### config.mk
export PLATFORM = sky130hd
export DESIGN_NAME = direct_mapped_tlb_translate_core
export DESIGN_NICKNAME = d
export VERILOG_FILES = /design/src/sv/dmtlb_pkg.sv /design/src/sv/dmtlb_ram.sv /design/src/sv/dmtlb_ctrl.sv /design/src/sv/dmtlb_dp.sv /design/src/sv/direct_mapped_tlb_translate_core.sv
export SDC_FILE = /design/constraint.sdc
export NUM_CORES = 2
export LEC_CHECK = 0
export ABC_AREA = 1
export BUFFER_PORTS_ARGS = -buffer_cell sky130_fd_sc_hd__buf_2
export CAP_MARGIN = 20
export CORE_MARGIN = 4
export CORE_UTILIZATION = 30
export CTS_CLUSTER_DIAMETER = 100
export DETAILED_ROUTE_END_ITERATION = 12
export GPL_TIMING_DRIVEN = 0
export PLACE_DENSITY_LB_ADDON = 0.1
export SETUP_SLACK_MARGIN = 0.1
export SYNTH_ARGS = -nofsm -noshare
export SYNTH_HDL_FRONTEND = slang
export SYNTH_SLANG_ARGS = --single-unit
### constraint.sdc
create_clock -name i_clk -period 33.1 [get_ports i_clk]
set_input_delay 6.62 -clock i_clk [delete_from_list [all_inputs] [get_ports i_clk]]
set_output_delay 6.62 -clock i_clk [all_outputs]
set_load 0.01 [all_outputs]
### src/sv/dmtlb_pkg.sv
// Shared types and constants for the direct-mapped TLB translate core.
package dmtlb_pkg;

    localparam int NUM_ENTRIES_DEF = 4;

    localparam int VA_W     = 64;
    localparam int VPN_W    = 63;
    localparam int FRAME_W  = 64;
    localparam int SHIFT_W  = 6;
    localparam int COST_W   = 16;
    localparam int CNT_W    = 32;
    localparam int ENTRY_W  = FRAME_W + VPN_W + 1;   // {frame, tag, valid}

    localparam int IN_TDATA_W  = 64;
    localparam int OUT_FIELD_W = VA_W + 1 + COST_W + 2 * CNT_W;
    localparam int OUT_TDATA_W = ((OUT_FIELD_W + 7) / 8) * 8;

    localparam int CFG_IDX_W  = 2;
    localparam int CFG_DATA_W = 64;

    localparam logic [CFG_IDX_W-1:0] CFG_PAGE_SHIFT = 2'd0;
    localparam logic [CFG_IDX_W-1:0] CFG_PAGE_ADD   = 2'd1;
    localparam logic [CFG_IDX_W-1:0] CFG_HIT_COST   = 2'd2;
    localparam logic [CFG_IDX_W-1:0] CFG_MISS_COST  = 2'd3;

    localparam logic [SHIFT_W-1:0] SHIFT_RST     = 6'd12;
    localparam logic [SHIFT_W-1:0] SHIFT_MIN     = 6'd1;
    localparam logic [SHIFT_W-1:0] SHIFT_MAX     = 6'd62;
    localparam logic [SHIFT_W-1:0] SHIFT_ILL_LO  = 6'd0;
    localparam logic [SHIFT_W-1:0] SHIFT_ILL_HI  = 6'd63;
    localparam logic [FRAME_W-1:0] PAGE_ADD_RST  = 64'd4096;
    localparam logic [COST_W-1:0]  HIT_COST_RST  = 16'd4;
    localparam logic [COST_W-1:0]  MISS_COST_RST = 16'd30;

    // Remainder unit for a table size that is not a power of two
    localparam int MOD_BITS  = 8;
    localparam int MOD_STEPS = 64 / MOD_BITS;
    localparam int MOD_CNT_W = 4;

    typedef enum logic [2:0] {
        S_CLEAR,
        S_IDLE,
        S_INDEX,
        S_LOOK,
        S_OUT
    } t_state;

    typedef struct packed {
        logic clr_step;
        logic accept;
        logic mod_step;
        logic ram_rd;
        logic lookup;
        logic load_out;
    } t_dp_cmd;

    typedef struct packed {
        logic clr_done;
        logic mod_done;
    } t_dp_stat;

endpackage

### src/sv/dmtlb_ram.sv
// Generic single-write, single-read RAM with registered read data.
module dmtlb_ram #(
    parameter int WIDTH = 8,
    parameter int DEPTH = 4
) (
    input  logic                                         i_clk,
    input  logic                                         i_we,
    input  logic [((DEPTH > 1) ? $clog2(DEPTH) : 1)-1:0] i_waddr,
    input  logic [WIDTH-1:0]                             i_wdata,
    input  logic                                         i_re,
    input  logic [((DEPTH > 1) ? $clog2(DEPTH) : 1)-1:0] i_raddr,
    output logic [WIDTH-1:0]                             o_rdata
);
    logic [WIDTH-1:0] r_mem [DEPTH];
    logic [WIDTH-1:0] r_rdata;

    always_ff @(posedge i_clk) begin
        if (i_we) begin
            r_mem[i_waddr] <= i_wdata;
        end
        if (i_re) begin
            r_rdata <= r_mem[i_raddr];
        end
    end

    assign o_rdata = r_rdata;
endmodule

### src/sv/dmtlb_ctrl.sv
// Sequencing state machine: clearing pass, input/output handshakes, lookup steps.
module dmtlb_ctrl (
    input  logic                 i_clk,
    input  logic                 i_rst_n,
    input  logic                 i_s_tvalid,
    output logic                 o_s_tready,
    output logic                 o_m_tvalid,
    input  logic                 i_m_tready,
    output dmtlb_pkg::t_dp_cmd   o_cmd,
    input  dmtlb_pkg::t_dp_stat  i_stat
);
    dmtlb_pkg::t_state r_state, n_state;
    logic r_m_valid, n_m_valid;
    logic out_free;

    assign out_free = !r_m_valid || i_m_tready;

    always_comb begin
        n_state = r_state;
        unique case (r_state)
            dmtlb_pkg::S_CLEAR: if (i_stat.clr_done) n_state = dmtlb_pkg::S_IDLE;
            dmtlb_pkg::S_IDLE:  if (i_s_tvalid)      n_state = dmtlb_pkg::S_INDEX;
            dmtlb_pkg::S_INDEX: if (i_stat.mod_done) n_state = dmtlb_pkg::S_LOOK;
            dmtlb_pkg::S_LOOK:  n_state = dmtlb_pkg::S_OUT;
            dmtlb_pkg::S_OUT:   if (out_free)        n_state = dmtlb_pkg::S_IDLE;
            default:            n_state = dmtlb_pkg::S_CLEAR;
        endcase
    end

    always_comb begin
        o_cmd          = '0;
        o_s_tready     = 1'b0;
        unique case (r_state)
            dmtlb_pkg::S_CLEAR: o_cmd.clr_step = 1'b1;
            dmtlb_pkg::S_IDLE: begin
                o_s_tready   = 1'b1;
                o_cmd.accept = i_s_tvalid;
            end
            dmtlb_pkg::S_INDEX: begin
                o_cmd.mod_step = !i_stat.mod_done;
                o_cmd.ram_rd   = i_stat.mod_done;
            end
            dmtlb_pkg::S_LOOK:  o_cmd.lookup   = 1'b1;
            dmtlb_pkg::S_OUT:   o_cmd.load_out = out_free;
            default: ;
        endcase
    end

    // Output register holds a result until the downstream transfer
    always_comb begin
        n_m_valid = r_m_valid;
        if (o_cmd.load_out) begin
            n_m_valid = 1'b1;
        end else if (i_m_tready) begin
            n_m_valid = 1'b0;
        end
    end

    always_ff @(posedge i_clk) begin
        if (!i_rst_n) begin
            r_state   <= dmtlb_pkg::S_CLEAR;
            r_m_valid <= 1'b0;
        end else begin
            r_state   <= n_state;
            r_m_valid <= n_m_valid;
        end
    end

    assign o_m_tvalid = r_m_valid;
endmodule

### src/sv/dmtlb_dp.sv
// Datapath: config registers, page split, index, entry table, counters, result register.
module dmtlb_dp #(
    parameter int NUM_ENTRIES = dmtlb_pkg::NUM_ENTRIES_DEF
) (
    input  logic                                i_clk,
    input  logic                                i_rst_n,
    input  logic                                i_cfg_we,
    input  logic [dmtlb_pkg::CFG_IDX_W-1:0]     i_cfg_idx,
    input  logic [dmtlb_pkg::CFG_DATA_W-1:0]    i_cfg_wdata,
    input  logic [dmtlb_pkg::IN_TDATA_W-1:0]    i_s_tdata,
    output logic [dmtlb_pkg::OUT_TDATA_W-1:0]   o_m_tdata,
    input  dmtlb_pkg::t_dp_cmd                  i_cmd,
    output dmtlb_pkg::t_dp_stat                 o_stat
);
    localparam int IDX_W = (NUM_ENTRIES > 1) ? $clog2(NUM_ENTRIES) : 1;
    localparam bit POW2  = ((NUM_ENTRIES & (NUM_ENTRIES - 1)) == 0);
    localparam logic [IDX_W-1:0] IDX_LAST = IDX_W'(NUM_ENTRIES - 1);
    localparam int PAD_W = dmtlb_pkg::OUT_TDATA_W - dmtlb_pkg::OUT_FIELD_W;

    // Configuration registers
    logic [dmtlb_pkg::SHIFT_W-1:0] r_page_shift;
    logic [dmtlb_pkg::FRAME_W-1:0] r_page_add;
    logic [dmtlb_pkg::COST_W-1:0]  r_hit_cost;
    logic [dmtlb_pkg::COST_W-1:0]  r_miss_cost;

    always_ff @(posedge i_clk) begin
        if (!i_rst_n) begin
            r_page_shift <= dmtlb_pkg::SHIFT_RST;
            r_page_add   <= dmtlb_pkg::PAGE_ADD_RST;
            r_hit_cost   <= dmtlb_pkg::HIT_COST_RST;
            r_miss_cost  <= dmtlb_pkg::MISS_COST_RST;
        end else if (i_cfg_we) begin
            unique case (i_cfg_idx)
                dmtlb_pkg::CFG_PAGE_SHIFT:
                    r_page_shift <= i_cfg_wdata[dmtlb_pkg::SHIFT_W-1:0];
                dmtlb_pkg::CFG_PAGE_ADD:
                    r_page_add   <= i_cfg_wdata;
                dmtlb_pkg::CFG_HIT_COST:
                    r_hit_cost   <= i_cfg_wdata[dmtlb_pkg::COST_W-1:0];
                dmtlb_pkg::CFG_MISS_COST:
                    r_miss_cost  <= i_cfg_wdata[dmtlb_pkg::COST_W-1:0];
                default: ;
            endcase
        end
    end

    // Page split at accept; shift clamped so the page number fits the tag
    logic [dmtlb_pkg::SHIFT_W-1:0] eff_shift;
    logic [dmtlb_pkg::VA_W-1:0]    va_shifted;
    logic [dmtlb_pkg::VA_W-1:0]    r_va;
    logic [dmtlb_pkg::SHIFT_W-1:0] r_sh;
    logic [dmtlb_pkg::VPN_W-1:0]   r_vpn;

    always_comb begin
        eff_shift = r_page_shift;
        if (r_page_shift == dmtlb_pkg::SHIFT_ILL_LO) begin
            eff_shift = dmtlb_pkg::SHIFT_MIN;
        end else if (r_page_shift == dmtlb_pkg::SHIFT_ILL_HI) begin
            eff_shift = dmtlb_pkg::SHIFT_MAX;
        end
    end

    assign va_shifted = i_s_tdata >> eff_shift;

    always_ff @(posedge i_clk) begin
        if (i_cmd.accept) begin
            r_va  <= i_s_tdata;
            r_sh  <= eff_shift;
            r_vpn <= va_shifted[dmtlb_pkg::VPN_W-1:0];
        end
    end

    // Table index: low page bits, or a remainder worked out MOD_BITS bits a cycle
    logic [IDX_W-1:0] idx;

    generate
        if (POW2) begin : g_idx_pow2
            assign idx             = r_vpn[IDX_W-1:0] & IDX_LAST;
            assign o_stat.mod_done = 1'b1;
        end else begin : g_idx_mod
            localparam logic [IDX_W:0] N_EXT = (IDX_W+1)'(NUM_ENTRIES);
            logic [dmtlb_pkg::VA_W-1:0]      r_mod_sh;
            logic [IDX_W-1:0]                r_rem;
            logic [dmtlb_pkg::MOD_CNT_W-1:0] r_mod_cnt;
            logic [IDX_W-1:0]                n_rem;
            logic [dmtlb_pkg::MOD_BITS-1:0]  chunk;
            logic [IDX_W:0]                  acc;

            assign chunk = r_mod_sh[dmtlb_pkg::VA_W-1 -: dmtlb_pkg::MOD_BITS];

            always_comb begin
                n_rem = r_rem;
                acc   = '0;
                for (int b = dmtlb_pkg::MOD_BITS - 1; b >= 0; b--) begin
                    acc = {n_rem, chunk[b]};
                    if (acc >= N_EXT) begin
                        acc = acc - N_EXT;
                    end
                    n_rem = acc[IDX_W-1:0];
                end
            end

            always_ff @(posedge i_clk) begin
                if (i_cmd.accept) begin
                    r_mod_sh  <= {1'b0, va_shifted[dmtlb_pkg::VPN_W-1:0]};
                    r_rem     <= '0;
                    r_mod_cnt <= '0;
                end else if (i_cmd.mod_step) begin
                    r_mod_sh  <= r_mod_sh << dmtlb_pkg::MOD_BITS;
                    r_rem     <= n_rem;
                    r_mod_cnt <= r_mod_cnt + 1'b1;
                end
            end

            assign idx = r_rem;
            assign o_stat.mod_done =
                (r_mod_cnt == dmtlb_pkg::MOD_CNT_W'(dmtlb_pkg::MOD_STEPS));
        end
    endgenerate

    // Clearing pass over the entry table after reset
    logic [IDX_W-1:0] r_clr_cnt;

    always_ff @(posedge i_clk) begin
        if (!i_rst_n) begin
            r_clr_cnt <= '0;
        end else if (i_cmd.clr_step) begin
            r_clr_cnt <= r_clr_cnt + 1'b1;
        end
    end

    assign o_stat.clr_done = i_cmd.clr_step && (r_clr_cnt == IDX_LAST);

    // Entry table and lookup
    logic [dmtlb_pkg::ENTRY_W-1:0] rd_entry;
    logic [dmtlb_pkg::ENTRY_W-1:0] wr_entry;
    logic [IDX_W-1:0]              waddr;
    logic                          we;
    logic                          rd_valid;
    logic [dmtlb_pkg::VPN_W-1:0]   rd_tag;
    logic [dmtlb_pkg::FRAME_W-1:0] rd_frame;
    logic [dmtlb_pkg::FRAME_W-1:0] new_frame;
    logic                          hit;

    assign rd_valid  = rd_entry[0];
    assign rd_tag    = rd_entry[dmtlb_pkg::VPN_W:1];
    assign rd_frame  = rd_entry[dmtlb_pkg::ENTRY_W-1 -: dmtlb_pkg::FRAME_W];
    assign hit       = rd_valid && (rd_tag == r_vpn);
    assign new_frame = {1'b0, r_vpn} + r_page_add;

    assign we       = i_cmd.clr_step || (i_cmd.lookup && !hit);
    assign waddr    = i_cmd.clr_step ? r_clr_cnt : idx;
    assign wr_entry = i_cmd.clr_step ? '0 : {new_frame, r_vpn, 1'b1};

    dmtlb_ram #(
        .WIDTH (dmtlb_pkg::ENTRY_W),
        .DEPTH (NUM_ENTRIES)
    ) u_table (
        .i_clk   (i_clk),
        .i_we    (we),
        .i_waddr (waddr),
        .i_wdata (wr_entry),
        .i_re    (i_cmd.ram_rd),
        .i_raddr (idx),
        .o_rdata (rd_entry)
    );

    logic                          r_hit;
    logic [dmtlb_pkg::FRAME_W-1:0] r_frame;
    logic [dmtlb_pkg::CNT_W-1:0]   r_hits;
    logic [dmtlb_pkg::CNT_W-1:0]   r_misses;

    always_ff @(posedge i_clk) begin
        if (i_cmd.lookup) begin
            r_hit   <= hit;
            r_frame <= hit ? rd_frame : new_frame;
        end
    end

    // Saturating hit and miss counters
    always_ff @(posedge i_clk) begin
        if (!i_rst_n) begin
            r_hits   <= '0;
            r_misses <= '0;
        end else if (i_cmd.lookup) begin
            if (hit) begin
                if (r_hits != '1) r_hits <= r_hits + 1'b1;
            end else begin
                if (r_misses != '1) r_misses <= r_misses + 1'b1;
            end
        end
    end

    // Result register
    logic [dmtlb_pkg::VA_W-1:0]   off_mask;
    logic [dmtlb_pkg::VA_W-1:0]   r_o_phys;
    logic                         r_o_hit;
    logic [dmtlb_pkg::COST_W-1:0] r_o_cost;
    logic [dmtlb_pkg::CNT_W-1:0]  r_o_hits;
    logic [dmtlb_pkg::CNT_W-1:0]  r_o_misses;

    assign off_mask = (dmtlb_pkg::VA_W'(1) << r_sh) - 1'b1;

    always_ff @(posedge i_clk) begin
        if (i_cmd.load_out) begin
            r_o_phys   <= (r_frame << r_sh) | (r_va & off_mask);
            r_o_hit    <= r_hit;
            r_o_cost   <= r_hit ? r_hit_cost : r_miss_cost;
            r_o_hits   <= r_hits;
            r_o_misses <= r_misses;
        end
    end

    assign o_m_tdata = {{PAD_W{1'b0}}, r_o_misses, r_o_hits, r_o_cost, r_o_hit, r_o_phys};
endmodule

### src/sv/direct_mapped_tlb_translate_core.sv
// Direct-mapped TLB translate core: top level joining controller and datapath.
// The controller steps each address through index, table read, compare-refill and
// result register; when NUM_ENTRIES is not a power of two the index step runs a
// remainder unit that takes 8 address bits per cycle. A new address is taken only
// after the previous result has been loaded into the output register.
// Reset (synchronous, active low) clears counters and runs a clearing pass over the
// table; no input transfer is taken until it ends.
module direct_mapped_tlb_translate_core #(
    parameter int NUM_ENTRIES = dmtlb_pkg::NUM_ENTRIES_DEF
) (
    input  logic                                i_clk,
    input  logic                                i_rst_n,
    // Configuration write port
    input  logic                                i_cfg_we,
    input  logic [dmtlb_pkg::CFG_IDX_W-1:0]     i_cfg_idx,
    input  logic [dmtlb_pkg::CFG_DATA_W-1:0]    i_cfg_wdata,
    // Input stream
    input  logic                                i_s_tvalid,
    output logic                                o_s_tready,
    input  logic [dmtlb_pkg::IN_TDATA_W-1:0]    i_s_tdata,   // virt_addr[63:0]
    // Output stream
    output logic                                o_m_tvalid,
    input  logic                                i_m_tready,
    // phys_addr[63:0], was_hit[64], cost[80:65], total_hits[112:81],
    // total_misses[144:113], zero pad[151:145]
    output logic [dmtlb_pkg::OUT_TDATA_W-1:0]   o_m_tdata
);
    dmtlb_pkg::t_dp_cmd  cmd;
    dmtlb_pkg::t_dp_stat stat;

    dmtlb_ctrl u_ctrl (
        .i_clk      (i_clk),
        .i_rst_n    (i_rst_n),
        .i_s_tvalid (i_s_tvalid),
        .o_s_tready (o_s_tready),
        .o_m_tvalid (o_m_tvalid),
        .i_m_tready (i_m_tready),
        .o_cmd      (cmd),
        .i_stat     (stat)
    );

    dmtlb_dp #(
        .NUM_ENTRIES (NUM_ENTRIES)
    ) u_dp (
        .i_clk       (i_clk),
        .i_rst_n     (i_rst_n),
        .i_cfg_we    (i_cfg_we),
        .i_cfg_idx   (i_cfg_idx),
        .i_cfg_wdata (i_cfg_wdata),
        .i_s_tdata   (i_s_tdata),
        .o_m_tdata   (o_m_tdata),
        .i_cmd       (cmd),
        .o_stat      (stat)
    );
endmodule

# [Word-level counts from Yosys, hierarchy flattened]
# Memory sizes are Yosys's and may differ from the RTL's. A register that Yosys moved wholly into a read port is not among the register bits.
# Index checks and enable logic that the tools add are counted.
[classes] add_sub_neg=5 n_mul=0 div_mod_pow=0 magnitude_cmp=0 n_eq_ne=15 shift=3 n_mux=20 bitwise_logic=3 n_reduce_logical=18
[op_table] operator="128-bit two-way mux" count=1
[op_table] operator="32-bit by 1-bit adder with 32-bit output (second input constant)" count=2
[op_table] operator="63-bit by 64-bit adder with 64-bit output" count=1
[op_table] operator="64-bit bitwise AND" count=1
[op_table] operator="64-bit two-way mux" count=1
[op_table] operator="32-bit != test (second input constant)" count=2
[op_table] operator="64-bit OR" count=1
[op_table] operator="1-bit by 6-bit left shift with 64-bit output (first input constant)" count=1
[op_table] operator="64-bit by 6-bit left shift with 64-bit output" count=1
[op_table] operator="64-bit by 6-bit >> shifter with 63-bit output" count=1
[op_table] operator="64-bit by 1-bit subtractor with 64-bit output (second input constant)" count=1
[op_table] operator="63-bit == test" count=1
[op_table] operator="16-bit two-way mux" count=1
[op_table] operator="3-bit case mux with 5 select lines" count=1
[op_table] operator="6-bit two-way mux" count=2
[op_table] operator="1-bit two-way mux" count=10
[op_table] operator="3-bit two-way mux" count=3
[op_table] operator="3-bit AND reduction" count=3
[op_table] operator="2-bit AND reduction" count=4
[op_table] operator="2-bit == test (second input constant)" count=3
[op_table] operator="3-bit by 2-bit == test with 1-bit output (second input constant)" count=2
[op_table] operator="6-bit == test (second input constant)" count=1
[op_table] operator="6-bit zero test" count=1
[op_table] operator="2-bit != test (second input constant)" count=2
[op_table] operator="13 further kinds" count=17
[word_totals] ff_bits=515 latchBits=0 ram_bits=512 romBits=0 inputBits=135 word_cells=84 mem_count=1
[memory_table] memory="u_dp.u_table.r_mem" words=4 word_bits=128 rd=1 rd_clocked_by_memory_dff=1 wr=1 line="dmtlb_ram.sv:14" text="logic [WIDTH-1:0] r_mem [DEPTH];"

# [Longest topological paths before layout]
[logic_depth] ltp_word=7 depth_mapped=16 ltp_nobuf=15

# [Hierarchy]
# Synthesis repeated with hierarchy kept, for this count alone.
[unflattened] hier_cells=8034 area_unflattened_um2=63427.1
[by_module_without_submodules] module="dmtlb_dp" n_inst=1 cells_per_inst=5840 area_per_inst_um2=37582.3 seq_area_each_um2=13633.1
[by_module_without_submodules] module="dmtlb_ram" n_inst=1 cells_per_inst=2142 area_per_inst_um2=25502.0 seq_area_each_um2=19218.4
[by_module_without_submodules] module="dmtlb_ctrl" n_inst=1 cells_per_inst=52 area_per_inst_um2=342.8 seq_area_each_um2=80.1

# [Worst setup path after synthesis]
# No wires, ideal clock.
[synth_timing] kind="in2reg" start="in i_s_tvalid" end="reg u_dp.r_sh[0] (netlist bit) (enable)" t_arrival_ns=19.034 required_ns=32.153 setup_slack_ns=13.119 cell_stages=2 path_buffers=0 path_cell_list="inv_1 > nor4_1"
[synth_lines] element="from (decl)" line="direct_mapped_tlb_translate_core.sv:18" text="input logic i_s_tvalid,"
[synth_lines] element="to (signal assigned)" line="dmtlb_dp.sv:68" text="r_sh <= eff_shift;"
[synth_lines] element="to (decl)" line="dmtlb_dp.sv:51" text="logic [dmtlb_pkg::SHIFT_W-1:0] r_sh;"

==> metrics.yaml <==
synth:
  ys_seq_area_frac: 0.5474
  synth_top_area_share: 0.4901
  synthArstFlopShare: 0
  syn_area_per_cell_um2: 8.451
  netlist_instances: 7119
  synth_ff_type: "edfxtp_1"
  synth_edf_count: 982
  yosysUniqueCellTypes: 52
  synth_common_cells: "1,688 x nand2_1, 1,003 x nor2_1, 982 x edfxtp_1, 873 x nand3_1, 587 x o21ai_0"
  synth_area_um2: 60160
  synthTopCellsByArea: "edfxtp_1 49%, nand2_1 11%, nand3_1 7.3%, nor2_1 6.3%, dfxtp_1 5.7%"
  yosysTopAreaCell: "edfxtp_1"
  yosys_warnings: 0
  synth_most_common_cell: "nand2_1"
  yosys_register_bits: 1154
power:
  internal_power_w: 0.003218
  leakage_nw: 28.51
  swShare: 0.3370
  netSwitchingPower_w: 0.001636
  clkPwrFrac: 0.321
  pwr_density_cell_nw_per_um2: 68.63
  total_power_w: 0.004854
  seqPwrFrac: 0.435
  ir_worst_vdd_v: 0.00005191
  combPwrFrac: 0.243
cells_and_area:
  seqCellArea_um2: 32930
  area_growth_pct: 17.56
  multi_input_area_um2: 23670
  utilization: 0.3543
  design_area_um2: 70730
  drive_gt1_frac: 0.09272
  n_fill_cell: 20826
  fin_nets: 7821
sta:
  final-max-slew-violation-count: 0
  min_period_ns: 8.951
  fin_crit_sh: 0.2704
  fmax_mhz: 111.7
  finalClockSkew_ns: 0.06242
  relSlewSlack: 0.2877
  tightestPinTransition_ns: 1.068
  hold_viol: 0
  finalSetupTns_ns: 0
  finalSetupViolations: 0
  hold_slack_ns: 0.4469
  rsz0062_at_grt: "false"
clock_tree:
  cts_resized: 0
  clock-root-buffer: "clkbuf_16"
  cts_sinks: 1154
  tritoncts: "built"
  clockBufferDepth: 3
  cts_hold_buffers: 0
  clkSlewWorstSetupHoldPaths_ns: 0.06
  cts_setup_buffers: 0
  cts_buffers: 138
  worstSkewPairLatency_ns: 0.82
  htree_levels: 4
floorplanning:
  die-area_um2: 207800
  core_um2: 199700
  initial_utilization: 0.3013
  io_pins: 289
  die_y_um: 455.8
  core.rowCount: 164
  die_w_um: 455.8
global_route:
  grt_pass1_wl_um: 395600
  grt_max_degree: 62
  grt-ovfl-total: 0
  antenna_found_initial: 24
  grt_pass1_vias: 51420
  track_usage: 0.2647
drt:
  first_pass_iters: 7
  wire_per_inst_um: 27.49
  vias: 54280
  viasPerCell: 5.227
  dr.first_iter.drc_count: 5160
  post-route-drc-count: 0
  routed_wl_um: 285500
  detail-route-antenna-nets: 0
placed_design:
  placed_area_um2: 66060
  dp_hpwl_um: 229800
  gp_congestion: 0.9916
  placement.io_buffers: 280
run:
  drv_cap: 0
status:
  status: "finished, final reports clean"
critical_path:
  crit_path_end_kind: "register"
  cp-start-kind: "input pin"
  crit_fanout: 9
  cp.arrival_ns: 9.48
  cp.required_ns: 33.63
  critical_path_class: "in -> reg"
worst_hold_path:
  hold_class: "reg -> reg"
[layout make-up]
cell class,count,area share
diodes,6,0.0002123
plain buffers,369,0.02270
clock buffers,181,0.05284
clock inverters,63,0.01293
inverters,542,0.02880
multi-input cells,5060,0.3347
flip-flops and latches,1154,0.4656
well taps,2656,0.04698
repair buffers,353,0.03525
[metrics by stage]
stage	cells	setup WS, ns
2_1_floorplan	7125	13.12
3_3_place_gp	10061	4.229
3_5_place_dp	10134	23.38
4_1_cts	10378	24.26
5_1_grt	10378	24.10
6_report	10384	24.15
[flip-flops by register name, indices dropped and copies added (netlist names), 32 cells and up]
name,count
u_dp.u_table.r_mem,512
u_dp.u_table.o_rdata,128
u_dp.r_frame,64
u_dp.r_o_phys,64
u_dp.r_page_add,64
u_dp.r_va,63
u_dp.r_vpn,63
u_dp.r_hits,32
u_dp.r_misses,32
u_dp.r_o_hits,32
u_dp.r_o_misses,32
[routing by layer]
metal	routed length [um]	vias up	GRT usage
met1	126100	26732	0.3610
li1	-	25298	-
met3	14990	373	0.03165
met5	0	-	0
met4	12240	0	0.1013
met2	132200	1877	0.4304
[power groups by stage]
stage | combinational [W] | clock [W] | sequential, W
floorplan | 0.000597 | 0 | 0.00217
global placement | 0.00106 | 0 | 0.00231
detailed placement | 0.00118 | 0 | 0.00214
CTS | 0.00118 | 0.00159 | 0.00211
global route | 0.00127 | 0.00166 | 0.00213
finish | 0.00118 | 0.00156 | 0.00211
[worst max-delay path: stages]
cell    delay, ns
buf_2        0.08
inv_1        0.05
nor4_2       0.59
buf_4        0.30
buf_4        0.20
buf_4        0.20
buf_4        0.20
buf_4        0.21
buf_4        0.20
buf_4        0.20
buf_4        0.20
buf_4        0.20
buf_4        0.19
[logic make-up (layout without fill, tap and decap cells)]
| group | count (synthesis) | count (layout) | share of synthesized area |
|---|---|---|---|
| simple gates | 3882 | 3882 | 0.2740 |
| flops | 1154 | 1154 | 0.5474 |
| compound gates | 1000 | 1000 | 0.08888 |
| buf+inv | 911 | 1508 | 0.06041 |
| xor+xnor | 100 | 100 | 0.01456 |
| fa+ha+maj | 68 | 68 | 0.01427 |
| mux | 3 | 3 | 0.0004991 |
| other cells | 1 | 13 | 0.00006233 |
[cell usage in the layout, fill, tap and decap left out, types with 132 or more instances in the layout]
cell type	count
o22ai_1	132
inv_1	530
nand2_1	1688
clkbuf_1	230
nor2_1	996
a21oi_1	194
o21ai_0	587
dfxtp_1	172
edfxtp_1	982
nand4_1	156
buf_2	347
clkbuf_16	140
nand3_1	873
[path summary, 6_finish.rpt]
| check | cells past startpoint | startpoint | endpoint | slack (ns) |
|---|---|---|---|---|
| worst max-delay path | 13 | i_s_tvalid | u_dp.r_va[27]$_DFFE_PP_ | 24.15 |
| worst min-delay path | 2 | u_dp.r_miss_cost[11]$_SDFFE_PN0P_ | u_dp.r_miss_cost[11]$_SDFFE_PN0P_ | 0.45 |
| worst max register to register | 18 | u_dp.r_vpn[1]$_DFFE_PP_ | u_dp.u_table.r_mem[2][29]$_DFFE_PP_ | 28.32 |
| worst min register to register | 2 | u_dp.r_miss_cost[11]$_SDFFE_PN0P_ | u_dp.r_miss_cost[11]$_SDFFE_PN0P_ | 0.45 |
(Power assumes the default switching activity.)
